===== config.mk =====
export PLATFORM = sky130hd
export DESIGN_NAME = unix_time_to_iso_date_text
export DESIGN_NICKNAME = d
export VERILOG_FILES = /design/src/hw/rtl/itd_pkg.sv /design/src/hw/rtl/itd_split.sv /design/src/hw/rtl/itd_civil.sv /design/src/hw/rtl/itd_text.sv /design/src/hw/rtl/itd_serial.sv /design/src/hw/rtl/unix_time_to_iso_date_text.sv
export VERILOG_INCLUDE_DIRS = /design/src /design/src/hw/rtl
export SDC_FILE = /design/constraint.sdc
export NUM_CORES = 2
export LEC_CHECK = 0
export ABC_CLOCK_PERIOD_IN_PS = 14400
export BUFFER_PORTS_ARGS = -buffer_cell sky130_fd_sc_hd__buf_2
export CAP_MARGIN = 25
export CORE_MARGIN = 2
export CORE_UTILIZATION = 50
export DETAILED_ROUTE_END_ITERATION = 16
export GPL_TIMING_DRIVEN = 1
export PLACE_DENSITY = 0.71
export REMOVE_ABC_BUFFERS = 1
export SLEW_MARGIN = 10
export SYNTH_ARGS = -nofsm -noshare
export SYNTH_HDL_FRONTEND = slang
export SYNTH_SLANG_ARGS = --single-unit

===== constraint.sdc =====
create_clock -name clk -period 14.4 [get_ports clk]
set_input_delay 2.88 -clock clk [delete_from_list [all_inputs] [get_ports clk]]
set_output_delay 2.88 -clock clk [all_outputs]
set_load 0.01 [all_outputs]

===== src/hw/rtl/unix_time_to_iso_date_text_macros.svh =====
// assertion macros for the date text block
`ifndef UNIX_TIME_TO_ISO_DATE_TEXT_MACROS_SVH
`define UNIX_TIME_TO_ISO_DATE_TEXT_MACROS_SVH
`ifndef SYNTH
`define ITD_ASSERT_NOW(label, clk, rst_n, ante, cons) \
	label: assert property (@(posedge clk) disable iff (!rst_n) (ante) |-> (cons)) \
		else $error("itd check failed");
`define ITD_ASSERT_NEXT(label, clk, rst_n, ante, cons) \
	label: assert property (@(posedge clk) disable iff (!rst_n) (ante) |=> (cons)) \
		else $error("itd check failed");
`else
`define ITD_ASSERT_NOW(label, clk, rst_n, ante, cons)
`define ITD_ASSERT_NEXT(label, clk, rst_n, ante, cons)
`endif
`endif


===== src/hw/rtl/itd_pkg.sv =====
package itd_pkg;

	localparam int TextMax = 19;
	localparam int EraMax = 5;
	localparam int CentMax = 4;

	localparam logic [4:0] LenDate = 5'd10;
	localparam logic [4:0] LenFull = 5'd19;

	// 86400 seconds per day split into 2^7 * 675
	localparam logic [9:0] DayUnit = 10'd675;
	localparam logic [15:0] DayRecip = 16'((2 ** 25) / 675);
	localparam logic [19:0] EpochShift = 20'd719468;
	localparam logic [17:0] DaysPerEra = 18'd146097;
	localparam logic [17:0] EraLastDay = 18'd146096;
	localparam logic [17:0] DaysPerCentury = 18'd36524;
	localparam logic [10:0] DaysPer4Yr = 11'd1460;
	localparam logic [8:0] DaysPerYear = 9'd365;
	localparam logic [7:0] MonthSpan = 8'd153;
	localparam logic [11:0] SecsPerHour = 12'd3600;
	localparam logic [5:0] SecsPerMin = 6'd60;
	localparam logic [6:0] YearsPerCentury = 7'd100;
	localparam logic [8:0] YearsPerEra = 9'd400;

	localparam logic [7:0] Recip4Yr = 8'((2 ** 18) / 1460);
	localparam logic [9:0] RecipYear = 10'((2 ** 18) / 365);
	localparam logic [3:0] RecipSpan = 4'((2 ** 11) / 153);
	localparam logic [5:0] RecipHour = 6'((2 ** 17) / 3600);
	localparam logic [6:0] RecipMin = 7'((2 ** 12) / 60);
	localparam logic [5:0] RecipCent = 6'((2 ** 12) / 100);

	localparam logic [6:0] CharZero = 7'h30;
	localparam logic [6:0] CharDash = 7'h2d;
	localparam logic [6:0] CharSpace = 7'h20;
	localparam logic [6:0] CharColon = 7'h3a;

	typedef logic [6:0] char_t;

	typedef struct packed {
		logic [19:0] z;
		logic [16:0] tod;
		logic [7:0] cap;
	} split_t;

	typedef struct packed {
		logic [11:0] year;
		logic [3:0] month;
		logic [4:0] day;
		logic [4:0] hour;
		logic [5:0] minute;
		logic [5:0] second;
		logic [7:0] cap;
	} date_t;

	typedef struct packed {
		char_t [TextMax-1:0] chars;
		logic [4:0] len;
		logic wr;
	} text_t;

	function automatic logic [3:0] tens_of(input logic [6:0] v);
		logic [14:0] p;
		p = 15'(v) * 15'd205;
		return p[14:11];
	endfunction

	function automatic char_t tens_char(input logic [6:0] v);
		return CharZero + 7'(tens_of(v));
	endfunction

	function automatic char_t ones_char(input logic [6:0] v);
		logic [6:0] o;
		o = v - 7'(tens_of(v)) * 7'd10;
		return CharZero + o;
	endfunction

	// first day of year (march based) for each month
	function automatic logic [8:0] month_start(input logic [3:0] mp);
		logic [8:0] r;
		unique case (mp)
			4'd0: r = 9'd0;
			4'd1: r = 9'd31;
			4'd2: r = 9'd61;
			4'd3: r = 9'd92;
			4'd4: r = 9'd122;
			4'd5: r = 9'd153;
			4'd6: r = 9'd184;
			4'd7: r = 9'd214;
			4'd8: r = 9'd245;
			4'd9: r = 9'd275;
			4'd10: r = 9'd306;
			4'd11: r = 9'd337;
			default: r = 9'd0;
		endcase
		return r;
	endfunction

endpackage


===== src/hw/rtl/itd_split.sv =====
module itd_split (
	input logic clk,
	input logic arst_n,
	input logic in_valid,
	input logic [31:0] ts,
	input logic [7:0] cap,
	output logic in_ready,
	output logic out_valid,
	output itd_pkg::split_t out_data,
	input logic out_ready
);

	logic vld_s1, vld_s2, rdy_s1, rdy_s2;
	logic [31:0] ts_s1;
	logic [7:0] cap_s1;
	logic [15:0] qe_s1;
	itd_pkg::split_t data_s2;

	logic [40:0] prod;
	logic [25:0] back;
	logic [10:0] rem, remc;
	logic [15:0] days;
	itd_pkg::split_t data_c;

	assign rdy_s2 = !vld_s2 || out_ready;
	assign rdy_s1 = !vld_s1 || rdy_s2;
	assign in_ready = rdy_s1;
	assign out_valid = vld_s2;
	assign out_data = data_s2;

	assign prod = 41'(ts[31:7]) * 41'(itd_pkg::DayRecip);

	always_comb begin
		back = 26'(qe_s1) * 26'(itd_pkg::DayUnit);
		rem = 11'(26'(ts_s1[31:7]) - back);
		if (rem >= 11'(itd_pkg::DayUnit)) begin
			days = qe_s1 + 16'd1;
			remc = rem - 11'(itd_pkg::DayUnit);
		end else begin
			days = qe_s1;
			remc = rem;
		end
		data_c.z = 20'(days) + itd_pkg::EpochShift;
		data_c.tod = {remc[9:0], ts_s1[6:0]};
		data_c.cap = cap_s1;
	end

	always_ff @(posedge clk or negedge arst_n) begin
		if (!arst_n) begin
			vld_s1 <= 1'b0;
			vld_s2 <= 1'b0;
		end else begin
			if (rdy_s1) vld_s1 <= in_valid;
			if (rdy_s2) vld_s2 <= vld_s1;
		end
	end

	always_ff @(posedge clk) begin
		if (rdy_s1) begin
			ts_s1 <= ts;
			cap_s1 <= cap;
			qe_s1 <= prod[40:25];
		end
		if (rdy_s2) data_s2 <= data_c;
	end

endmodule


===== src/hw/rtl/itd_civil.sv =====
module itd_civil (
	input logic clk,
	input logic arst_n,
	input logic in_valid,
	input itd_pkg::split_t in_data,
	output logic in_ready,
	output logic out_valid,
	output itd_pkg::date_t out_data,
	input logic out_ready
);

	logic vld_s1, vld_s2, vld_s3, vld_s4, vld_s5, vld_s6, vld_s7, vld_s8;
	logic rdy_s1, rdy_s2, rdy_s3, rdy_s4, rdy_s5, rdy_s6, rdy_s7, rdy_s8;

	logic [2:0] era_s1, era_s2, era_s3, era_s4, era_s5, era_s6, era_s7;
	logic [17:0] doe_s1, doe_s2, doe_s3, doe_s4, doe_s5;
	logic [16:0] tod_s1;
	logic [4:0] he_s1;
	logic [6:0] ae_s2;
	logic [2:0] b_s2;
	logic c_s2;
	logic [4:0] h_s2, h_s3, h_s4, h_s5, h_s6, h_s7;
	logic [11:0] rh_s2, rh_s3;
	logic [17:0] t_s3, t_s4;
	logic [5:0] me_s3;
	logic [8:0] ye_s4, yoe_s5, yoe_s6, yoe_s7;
	logic [5:0] m_s4, m_s5, m_s6, m_s7;
	logic [5:0] s_s4, s_s5, s_s6, s_s7;
	logic [8:0] doy_s6, doy_s7;
	logic [10:0] span_s7;
	logic [3:0] mpe_s7;
	logic [7:0] cap_s1, cap_s2, cap_s3, cap_s4, cap_s5, cap_s6, cap_s7;
	itd_pkg::date_t data_s8;

	logic [2:0] era_c;
	logic [17:0] doe_c;
	logic [22:0] prod_h;
	logic [25:0] prod_a;
	logic [2:0] b_c;
	logic [12:0] rh_w;
	logic [4:0] h_c;
	logic [11:0] rh_c;
	logic [11:0] ra;
	logic [6:0] a_c;
	logic [17:0] t_c;
	logic [18:0] prod_m;
	logic [27:0] prod_y;
	logic [6:0] rm;
	logic [5:0] m_c, s_c;
	logic [9:0] ry;
	logic [8:0] yoe_c;
	logic [1:0] cent;
	logic [17:0] base;
	logic [8:0] doy_c;
	logic [10:0] span_c;
	logic [14:0] prod_s;
	logic [10:0] rs;
	logic [3:0] mp;
	itd_pkg::date_t data_c;

	assign rdy_s8 = !vld_s8 || out_ready;
	assign rdy_s7 = !vld_s7 || rdy_s8;
	assign rdy_s6 = !vld_s6 || rdy_s7;
	assign rdy_s5 = !vld_s5 || rdy_s6;
	assign rdy_s4 = !vld_s4 || rdy_s5;
	assign rdy_s3 = !vld_s3 || rdy_s4;
	assign rdy_s2 = !vld_s2 || rdy_s3;
	assign rdy_s1 = !vld_s1 || rdy_s2;
	assign in_ready = rdy_s1;
	assign out_valid = vld_s8;
	assign out_data = data_s8;

	// era and hour estimate
	always_comb begin
		era_c = '0;
		for (int k = 1; k <= itd_pkg::EraMax; k++) begin
			if (in_data.z >= 20'(k) * 20'(itd_pkg::DaysPerEra)) era_c = 3'(k);
		end
		doe_c = 18'(in_data.z - 20'(era_c) * 20'(itd_pkg::DaysPerEra));
		prod_h = 23'(in_data.tod) * 23'(itd_pkg::RecipHour);
	end

	// four-year estimate, centuries, hour correction
	always_comb begin
		prod_a = 26'(doe_s1) * 26'(itd_pkg::Recip4Yr);
		b_c = '0;
		for (int k = 1; k <= itd_pkg::CentMax; k++) begin
			if (doe_s1 >= 18'(k) * itd_pkg::DaysPerCentury) b_c = 3'(k);
		end
		rh_w = 13'(tod_s1 - 17'(he_s1) * 17'(itd_pkg::SecsPerHour));
		if (rh_w >= 13'(itd_pkg::SecsPerHour)) begin
			h_c = he_s1 + 5'd1;
			rh_c = 12'(rh_w - 13'(itd_pkg::SecsPerHour));
		end else begin
			h_c = he_s1;
			rh_c = 12'(rh_w);
		end
	end

	// four-year correction, year-of-era numerator, minute estimate
	always_comb begin
		ra = 12'(doe_s2 - 18'(ae_s2) * 18'(itd_pkg::DaysPer4Yr));
		a_c = (ra >= 12'(itd_pkg::DaysPer4Yr)) ? ae_s2 + 7'd1 : ae_s2;
		t_c = doe_s2 - 18'(a_c) + 18'(b_s2) - 18'(c_s2);
		prod_m = 19'(rh_s2) * 19'(itd_pkg::RecipMin);
	end

	// year estimate, minute correction
	always_comb begin
		prod_y = 28'(t_s3) * 28'(itd_pkg::RecipYear);
		rm = 7'(rh_s3 - 12'(me_s3) * 12'(itd_pkg::SecsPerMin));
		if (rm >= 7'(itd_pkg::SecsPerMin)) begin
			m_c = me_s3 + 6'd1;
			s_c = 6'(rm - 7'(itd_pkg::SecsPerMin));
		end else begin
			m_c = me_s3;
			s_c = 6'(rm);
		end
	end

	// year correction
	always_comb begin
		ry = 10'(t_s4 - 18'(ye_s4) * 18'(itd_pkg::DaysPerYear));
		yoe_c = (ry >= 10'(itd_pkg::DaysPerYear)) ? ye_s4 + 9'd1 : ye_s4;
	end

	// day of year
	always_comb begin
		cent = '0;
		for (int k = 1; k < itd_pkg::CentMax; k++) begin
			if (yoe_s5 >= 9'(k) * 9'(itd_pkg::YearsPerCentury)) cent = 2'(k);
		end
		base = 18'(yoe_s5) * 18'(itd_pkg::DaysPerYear) + 18'(yoe_s5[8:2]) - 18'(cent);
		doy_c = 9'(doe_s5 - base);
	end

	// month estimate
	always_comb begin
		span_c = 11'(doy_s6) * 11'd5 + 11'd2;
		prod_s = 15'(span_c) * 15'(itd_pkg::RecipSpan);
	end

	// month correction, day, month and year
	always_comb begin
		rs = span_s7 - 11'(mpe_s7) * 11'(itd_pkg::MonthSpan);
		mp = (rs >= 11'(itd_pkg::MonthSpan)) ? mpe_s7 + 4'd1 : mpe_s7;
		data_c.day = 5'(doy_s7 - itd_pkg::month_start(mp) + 9'd1);
		data_c.month = (mp < 4'd10) ? mp + 4'd3 : mp - 4'd9;
		data_c.year = 12'(yoe_s7) + 12'(era_s7) * 12'(itd_pkg::YearsPerEra)
			+ 12'(data_c.month <= 4'd2);
		data_c.hour = h_s7;
		data_c.minute = m_s7;
		data_c.second = s_s7;
		data_c.cap = cap_s7;
	end

	always_ff @(posedge clk or negedge arst_n) begin
		if (!arst_n) begin
			vld_s1 <= 1'b0;
			vld_s2 <= 1'b0;
			vld_s3 <= 1'b0;
			vld_s4 <= 1'b0;
			vld_s5 <= 1'b0;
			vld_s6 <= 1'b0;
			vld_s7 <= 1'b0;
			vld_s8 <= 1'b0;
		end else begin
			if (rdy_s1) vld_s1 <= in_valid;
			if (rdy_s2) vld_s2 <= vld_s1;
			if (rdy_s3) vld_s3 <= vld_s2;
			if (rdy_s4) vld_s4 <= vld_s3;
			if (rdy_s5) vld_s5 <= vld_s4;
			if (rdy_s6) vld_s6 <= vld_s5;
			if (rdy_s7) vld_s7 <= vld_s6;
			if (rdy_s8) vld_s8 <= vld_s7;
		end
	end

	always_ff @(posedge clk) begin
		if (rdy_s1) begin
			era_s1 <= era_c;
			doe_s1 <= doe_c;
			tod_s1 <= in_data.tod;
			he_s1 <= 5'(prod_h >> 17);
			cap_s1 <= in_data.cap;
		end
		if (rdy_s2) begin
			era_s2 <= era_s1;
			doe_s2 <= doe_s1;
			ae_s2 <= 7'(prod_a >> 18);
			b_s2 <= b_c;
			c_s2 <= (doe_s1 == itd_pkg::EraLastDay);
			h_s2 <= h_c;
			rh_s2 <= rh_c;
			cap_s2 <= cap_s1;
		end
		if (rdy_s3) begin
			era_s3 <= era_s2;
			doe_s3 <= doe_s2;
			t_s3 <= t_c;
			h_s3 <= h_s2;
			rh_s3 <= rh_s2;
			me_s3 <= 6'(prod_m >> 12);
			cap_s3 <= cap_s2;
		end
		if (rdy_s4) begin
			era_s4 <= era_s3;
			doe_s4 <= doe_s3;
			t_s4 <= t_s3;
			ye_s4 <= 9'(prod_y >> 18);
			h_s4 <= h_s3;
			m_s4 <= m_c;
			s_s4 <= s_c;
			cap_s4 <= cap_s3;
		end
		if (rdy_s5) begin
			era_s5 <= era_s4;
			doe_s5 <= doe_s4;
			yoe_s5 <= yoe_c;
			h_s5 <= h_s4;
			m_s5 <= m_s4;
			s_s5 <= s_s4;
			cap_s5 <= cap_s4;
		end
		if (rdy_s6) begin
			era_s6 <= era_s5;
			yoe_s6 <= yoe_s5;
			doy_s6 <= doy_c;
			h_s6 <= h_s5;
			m_s6 <= m_s5;
			s_s6 <= s_s5;
			cap_s6 <= cap_s5;
		end
		if (rdy_s7) begin
			era_s7 <= era_s6;
			yoe_s7 <= yoe_s6;
			doy_s7 <= doy_s6;
			span_s7 <= span_c;
			mpe_s7 <= 4'(prod_s >> 11);
			h_s7 <= h_s6;
			m_s7 <= m_s6;
			s_s7 <= s_s6;
			cap_s7 <= cap_s6;
		end
		if (rdy_s8) data_s8 <= data_c;
	end

endmodule


===== src/hw/rtl/itd_text.sv =====
module itd_text (
	input logic clk,
	input logic arst_n,
	input logic in_valid,
	input itd_pkg::date_t in_data,
	output logic in_ready,
	output logic out_valid,
	output itd_pkg::text_t out_data,
	input logic out_ready
);

	logic vld_s1, vld_s2, rdy_s1, rdy_s2;
	itd_pkg::date_t date_s1;
	logic [4:0] yhe_s1;
	logic [4:0] len_s1;
	logic wr_s1;
	itd_pkg::text_t data_s2;

	logic [17:0] prod;
	logic midnight;
	logic [4:0] len_c;
	logic [11:0] ry;
	logic [6:0] yh, yl;
	itd_pkg::text_t data_c;

	assign rdy_s2 = !vld_s2 || out_ready;
	assign rdy_s1 = !vld_s1 || rdy_s2;
	assign in_ready = rdy_s1;
	assign out_valid = vld_s2;
	assign out_data = data_s2;

	always_comb begin
		prod = 18'(in_data.year) * 18'(itd_pkg::RecipCent);
		midnight = (in_data.hour == '0) && (in_data.minute == '0) && (in_data.second == '0);
		len_c = midnight ? itd_pkg::LenDate : itd_pkg::LenFull;
	end

	always_comb begin
		ry = date_s1.year - 12'(yhe_s1) * 12'(itd_pkg::YearsPerCentury);
		if (ry >= 12'(itd_pkg::YearsPerCentury)) begin
			yh = 7'(yhe_s1) + 7'd1;
			yl = 7'(ry - 12'(itd_pkg::YearsPerCentury));
		end else begin
			yh = 7'(yhe_s1);
			yl = 7'(ry);
		end
		data_c.chars[0] = itd_pkg::tens_char(yh);
		data_c.chars[1] = itd_pkg::ones_char(yh);
		data_c.chars[2] = itd_pkg::tens_char(yl);
		data_c.chars[3] = itd_pkg::ones_char(yl);
		data_c.chars[4] = itd_pkg::CharDash;
		data_c.chars[5] = itd_pkg::tens_char(7'(date_s1.month));
		data_c.chars[6] = itd_pkg::ones_char(7'(date_s1.month));
		data_c.chars[7] = itd_pkg::CharDash;
		data_c.chars[8] = itd_pkg::tens_char(7'(date_s1.day));
		data_c.chars[9] = itd_pkg::ones_char(7'(date_s1.day));
		data_c.chars[10] = itd_pkg::CharSpace;
		data_c.chars[11] = itd_pkg::tens_char(7'(date_s1.hour));
		data_c.chars[12] = itd_pkg::ones_char(7'(date_s1.hour));
		data_c.chars[13] = itd_pkg::CharColon;
		data_c.chars[14] = itd_pkg::tens_char(7'(date_s1.minute));
		data_c.chars[15] = itd_pkg::ones_char(7'(date_s1.minute));
		data_c.chars[16] = itd_pkg::CharColon;
		data_c.chars[17] = itd_pkg::tens_char(7'(date_s1.second));
		data_c.chars[18] = itd_pkg::ones_char(7'(date_s1.second));
		// short buffer: single result with a zero character
		if (!wr_s1) data_c.chars = '0;
		data_c.len = len_s1;
		data_c.wr = wr_s1;
	end

	always_ff @(posedge clk or negedge arst_n) begin
		if (!arst_n) begin
			vld_s1 <= 1'b0;
			vld_s2 <= 1'b0;
		end else begin
			if (rdy_s1) vld_s1 <= in_valid;
			if (rdy_s2) vld_s2 <= vld_s1;
		end
	end

	always_ff @(posedge clk) begin
		if (rdy_s1) begin
			date_s1 <= in_data;
			yhe_s1 <= 5'(prod >> 12);
			len_s1 <= len_c;
			wr_s1 <= (in_data.cap > 8'(len_c));
		end
		if (rdy_s2) data_s2 <= data_c;
	end

endmodule


===== src/hw/rtl/itd_serial.sv =====
module itd_serial (
	input logic clk,
	input logic arst_n,
	input logic in_valid,
	input itd_pkg::text_t in_data,
	output logic in_ready,
	output logic out_valid,
	input logic out_stall,
	output logic [6:0] char_code,
	output logic last,
	output logic [4:0] text_length,
	output logic written
);

	itd_pkg::char_t [itd_pkg::TextMax-1:0] shift_q;
	logic [4:0] cnt_q;
	logic [4:0] len_q;
	logic wr_q;
	logic busy_q;

	logic take, done, load;

	assign take = busy_q && !out_stall;
	assign done = take && (cnt_q == 5'd1);
	assign in_ready = !busy_q || done;
	assign load = in_valid && in_ready;

	assign out_valid = busy_q;
	assign char_code = shift_q[0];
	assign last = (cnt_q == 5'd1);
	assign text_length = len_q;
	assign written = wr_q;

	always_ff @(posedge clk or negedge arst_n) begin
		if (!arst_n) begin
			busy_q <= 1'b0;
			cnt_q <= '0;
		end else if (load) begin
			busy_q <= 1'b1;
			cnt_q <= in_data.wr ? in_data.len : 5'd1;
		end else if (take) begin
			busy_q <= (cnt_q != 5'd1);
			cnt_q <= cnt_q - 5'd1;
		end
	end

	always_ff @(posedge clk) begin
		if (load) begin
			shift_q <= in_data.chars;
			len_q <= in_data.len;
			wr_q <= in_data.wr;
		end else if (take) begin
			shift_q <= {7'd0, shift_q[itd_pkg::TextMax-1:1]};
		end
	end

endmodule


===== src/hw/rtl/unix_time_to_iso_date_text.sv =====
// channel  dir  fields                                          handshake
// request  in   timestamp[31:0] capacity[7:0]                   req_valid / req_stall
// result   out  char_code[6:0] last text_length[4:0] written    res_valid / res_stall
//
// first character leaves once its request passes the split, civil and text stages
// one character per cycle from the output shift register while res_stall is low:
// 19 characters with time of day, 10 at midnight, 1 when the buffer is too small
// the 12 stage pipeline keeps taking requests while the shift register is busy
// res_stall holds the current character and backs up the pipeline stage by stage
// arst_n clears valid bits and the character count only
`include "unix_time_to_iso_date_text_macros.svh"

module unix_time_to_iso_date_text (
	input logic clk,
	input logic arst_n,
	input logic req_valid,
	output logic req_stall,
	input logic [31:0] timestamp,
	input logic [7:0] capacity,
	output logic res_valid,
	input logic res_stall,
	output logic [6:0] char_code,
	output logic last,
	output logic [4:0] text_length,
	output logic written
);

	logic split_ready, split_valid;
	itd_pkg::split_t split_data;
	logic civil_ready, civil_valid;
	itd_pkg::date_t civil_data;
	logic text_ready, text_valid;
	itd_pkg::text_t text_data;
	logic serial_ready;

	assign req_stall = !split_ready;

	itd_split u_split (
		.clk(clk),
		.arst_n(arst_n),
		.in_valid(req_valid),
		.ts(timestamp),
		.cap(capacity),
		.in_ready(split_ready),
		.out_valid(split_valid),
		.out_data(split_data),
		.out_ready(civil_ready)
	);

	itd_civil u_civil (
		.clk(clk),
		.arst_n(arst_n),
		.in_valid(split_valid),
		.in_data(split_data),
		.in_ready(civil_ready),
		.out_valid(civil_valid),
		.out_data(civil_data),
		.out_ready(text_ready)
	);

	itd_text u_text (
		.clk(clk),
		.arst_n(arst_n),
		.in_valid(civil_valid),
		.in_data(civil_data),
		.in_ready(text_ready),
		.out_valid(text_valid),
		.out_data(text_data),
		.out_ready(serial_ready)
	);

	itd_serial u_serial (
		.clk(clk),
		.arst_n(arst_n),
		.in_valid(text_valid),
		.in_data(text_data),
		.in_ready(serial_ready),
		.out_valid(res_valid),
		.out_stall(res_stall),
		.char_code(char_code),
		.last(last),
		.text_length(text_length),
		.written(written)
	);

	`ITD_ASSERT_NOW(a_len_legal, clk, arst_n, res_valid, text_length == itd_pkg::LenDate || text_length == itd_pkg::LenFull)
	`ITD_ASSERT_NOW(a_short_single, clk, arst_n, res_valid && !written, last && char_code == 7'd0)
	`ITD_ASSERT_NOW(a_char_nonzero, clk, arst_n, res_valid && written, char_code != 7'd0)
	`ITD_ASSERT_NEXT(a_text_continues, clk, arst_n, res_valid && !res_stall && !last, res_valid)

endmodule


==> summary.txt <==
Cells and area
  – Share of layout cells above drive strength 1: 0.0562
  – Layout overhead on the synthesized area: 8.95%
  – Commonest cells after routing, fill and taps aside: ha_1, inv_1, edfxtp_1
  – Number of nets in the layout: 6,205
  – # diodes: 0
  – Leading cell type in the layout, fill and taps excluded: ha_1

GRT
  – Initial antenna violation count: 0
  – GRT overflow: 0
  – Pin count of the biggest net entering global routing: 83
  – GRT Total Usage: 0.170
  – Vias in the first global route: 34,700
  – Global-route wire length before repair: 163,000 microns

Yosys
  – Synthesized area: 56,000 sq um
  – Post-synth EDFFs: 735
  – Async SR Flop Fraction: 0.0239
  – Synth Instances: 4,763
  – Avg Cell Area, Syn: 11.8 sq um
  – Primary FF master, synth: edfxtp_1
  – Synth warn: 0
  – Top cell type by total area after synthesis: edfxtp_1
  – Yosys reg bits: 753
  – Area share of the largest cell type after synthesis: 0.394
  – Register area share after synthesis: 0.402
  – Synth cell types: 95
  – Ranking of synthesized cells by area: edfxtp_1, ha_1, fa_1, inv_1, xnor2_1

Setup path
  – CP required: 14.78 ns
  – Critical Path Fanout Max: 13
  – Critical Path Most Common Cell: ha_1
  – CP Launch Type: flip-flop
  – Critical Path End Type: flip-flop
  – Slowest-stage cell, CP: edfxtp_1
  – CP Class: reg2reg
  – Critical path's largest stage delay: 0.52 ns
  – Worst Path Arrival: 11.15 ns

Placed design
  – I/O Buffers: 57
  – Dpl hpwl: 74,400 microns
  – Routability cong.: 0.849

Clocking
  – Worst-path clk slew: 0.06 ns
  – Setup Buffers After CTS: 0
  – Cts repair resizes: 0
  – Hold_buf cts: 0
  – Clock Tree Buf Depth: 3
  – CTS tree: yes
  – Clk sinks: 753
  – Skew-Pair Late Insertion Delay: 0.65 ns
  – CTS Buf Count: 82
  – H-tree levels: 3
  – CTS Root Cell: clkbuf_16

Hold path
  – Hold crit path type: reg2reg

Floorplanning
  – Core box area: 111,000 sq um
  – Starting Density: 0.505
  – I/O pin cnt: 60
  – Die area: 115,000 sq um
  – Rows: 122
  – Die Y-Extent: 339 microns
  – Die W: 339 microns

STA
  – Setup tns final: 0 ns
  – Worst Tran Pin Value: 0.981 ns
  – Final setup fails: 0
  – Hold Vio Cnt, Final: 0
  – Fmax: 92.9 MHz
  – Tcrit/Tclk final: 0.748
  – RSZ-0062 raised after global routing: false
  – Relative slew margins: 0.346
  – Final min period: 10.77 ns
  – Slew Viols, Final: 0
  – Max Clock Skew: 0.0226 ns

Route
  – Initial DRC Count: 1,210
  – Via count: 32,900
  – Detailed Routing Iterations Pass 1: 5
  – DRC Markers: 0
  – Average routed wire per standard cell: 14.8 microns
  – DRT Wirelength: 95,100 microns
  – Via density: 5.12
  – Post-route ant nets: 0

Run status
  – Status: finished clean

Flow run
  – Max cap viols: 0
cells by family (layout without fill, tap and decap cells):
group           count (synthesis)  in the layout  share of synthesized area
compound gates                572            572                     0.0700
xor+xnor                      326            326                     0.0519
fa+ha+maj                    1296           1296                      0.333
buf+inv                       944           1114                     0.0642
flops                         753            753                      0.402
mux                            18             18                    0.00344
other cells                     2              2                   0.000134
simple gates                  852            852                     0.0758
area by class of cell:
class	instances	area [sq um]
fill	9283	49900
sequential	753	22500
inverter	885	3320
clock buffer	91	2110
tap	1488	1860
clock inverter	61	774
timing repair buffer	77	478
multi-input combinational	3066	30000
sequential cells by signal, indices dropped and copies added, names as in the netlist, 10 cells and up:
name	flops
u_serial.shift_q	126
u_civil.t_s4	10
u_civil.t_s3	18
u_civil.doe_s2	18
u_civil.out_data	46
u_civil.tod_s1	13
u_split.qe_s1	16
u_civil.span_s7	11
u_split.out_data	42
u_split.ts_s1	18
u_text.date_s1	38
u_civil.doe_s1	18
u_civil.rh_s2	12
u_text.out_data	72
stage by stage:
stage / util / instances / hold slack [ns] / area [sq um] / worst slack [ns]
floorplan: - / 4704 / 0.400 / 55800 / 2.52
CTS: 0.549 / 6417 / 0.415 / 61000 / 3.62
detailed placement: 0.523 / 6265 / 0.405 / 58100 / 3.67
global placement: 0.523 / 6264 / 0.401 / 58100 / 3.78
global route: 0.550 / 6421 / 0.421 / 61000 / 2.96
finish: 0.550 / 6421 / 0.412 / 61000 / 3.63
metal layers:
layer / track usage / wire [microns] / vias up
met5: 0 / 0 / -
met4: 0.0494 / 2500 / 0
met2: 0.314 / 49100 / 386
li1: - / - / 16400
met1: 0.205 / 41100 / 15900
met3: 0.0219 / 2480 / 165
worst max-delay path: cells and delay by family, from the launching register on:
| kind | cells | cell delay, ns |
|---|---|---|
| fa+ha+maj | 13 | 4.52 |
| flops | 1 | 0.52 |
| mux | 1 | 0.28 |
| simple gates | 8 | 1.63 |
| buf+inv | 7 | 0.46 |
| xor+xnor | 9 | 1.80 |
| compound gates | 6 | 1.31 |
cells in the mapped netlist, drive strengths merged, types with 5 or more instances:
| library cell | n |
|---|---|
| a2111oi | 7 |
| a211o | 5 |
| a211oi | 19 |
| a21boi | 12 |
| a21o | 113 |
| a21oi | 133 |
| a221oi | 5 |
| a311oi | 8 |
| a31oi | 19 |
| a41o | 10 |
| and2 | 93 |
| and3 | 26 |
| buf | 17 |
| clkbuf | 42 |
| dfrtp | 18 |
| edfxtp | 735 |
| fa | 323 |
| ha | 973 |
| inv | 885 |
| mux2 | 10 |
| mux2i | 8 |
| nand2 | 292 |
| nand2b | 34 |
| nand3 | 46 |
| nand4 | 30 |
| nor2 | 141 |
| nor2b | 54 |
| nor3 | 53 |
| nor3b | 14 |
| nor4 | 10 |
| nor4b | 5 |
| o2111ai | 8 |
| o211ai | 8 |
| o21a | 40 |
| o21ai | 99 |
| o21bai | 19 |
| o221ai | 5 |
| o31ai | 15 |
| or2 | 19 |
| or3 | 14 |
| xnor2 | 234 |
| xor2 | 89 |
path summary, 6_finish.rpt:
kind,start,endpoint,slack [ns],cells after the start
setup reg to reg,u_text.yhe_s1[0],u_text.out_data[33],3.63,44
min in group asynchronous,arst_n,u_split.vld_s1,2.19,1
max in group asynchronous,arst_n,u_civil.vld_s6,11.88,1
setup / recovery,u_text.yhe_s1[0],u_text.out_data[33],3.63,44
hold / removal,u_civil.h_s3[1],u_civil.h_s4[1],0.41,0
hold reg to reg,u_civil.h_s3[1],u_civil.h_s4[1],0.41,0
Power is left out: the tool's default activity adds up to more than one toggle a clock period on the data nets, which glitch-free logic cannot reach.
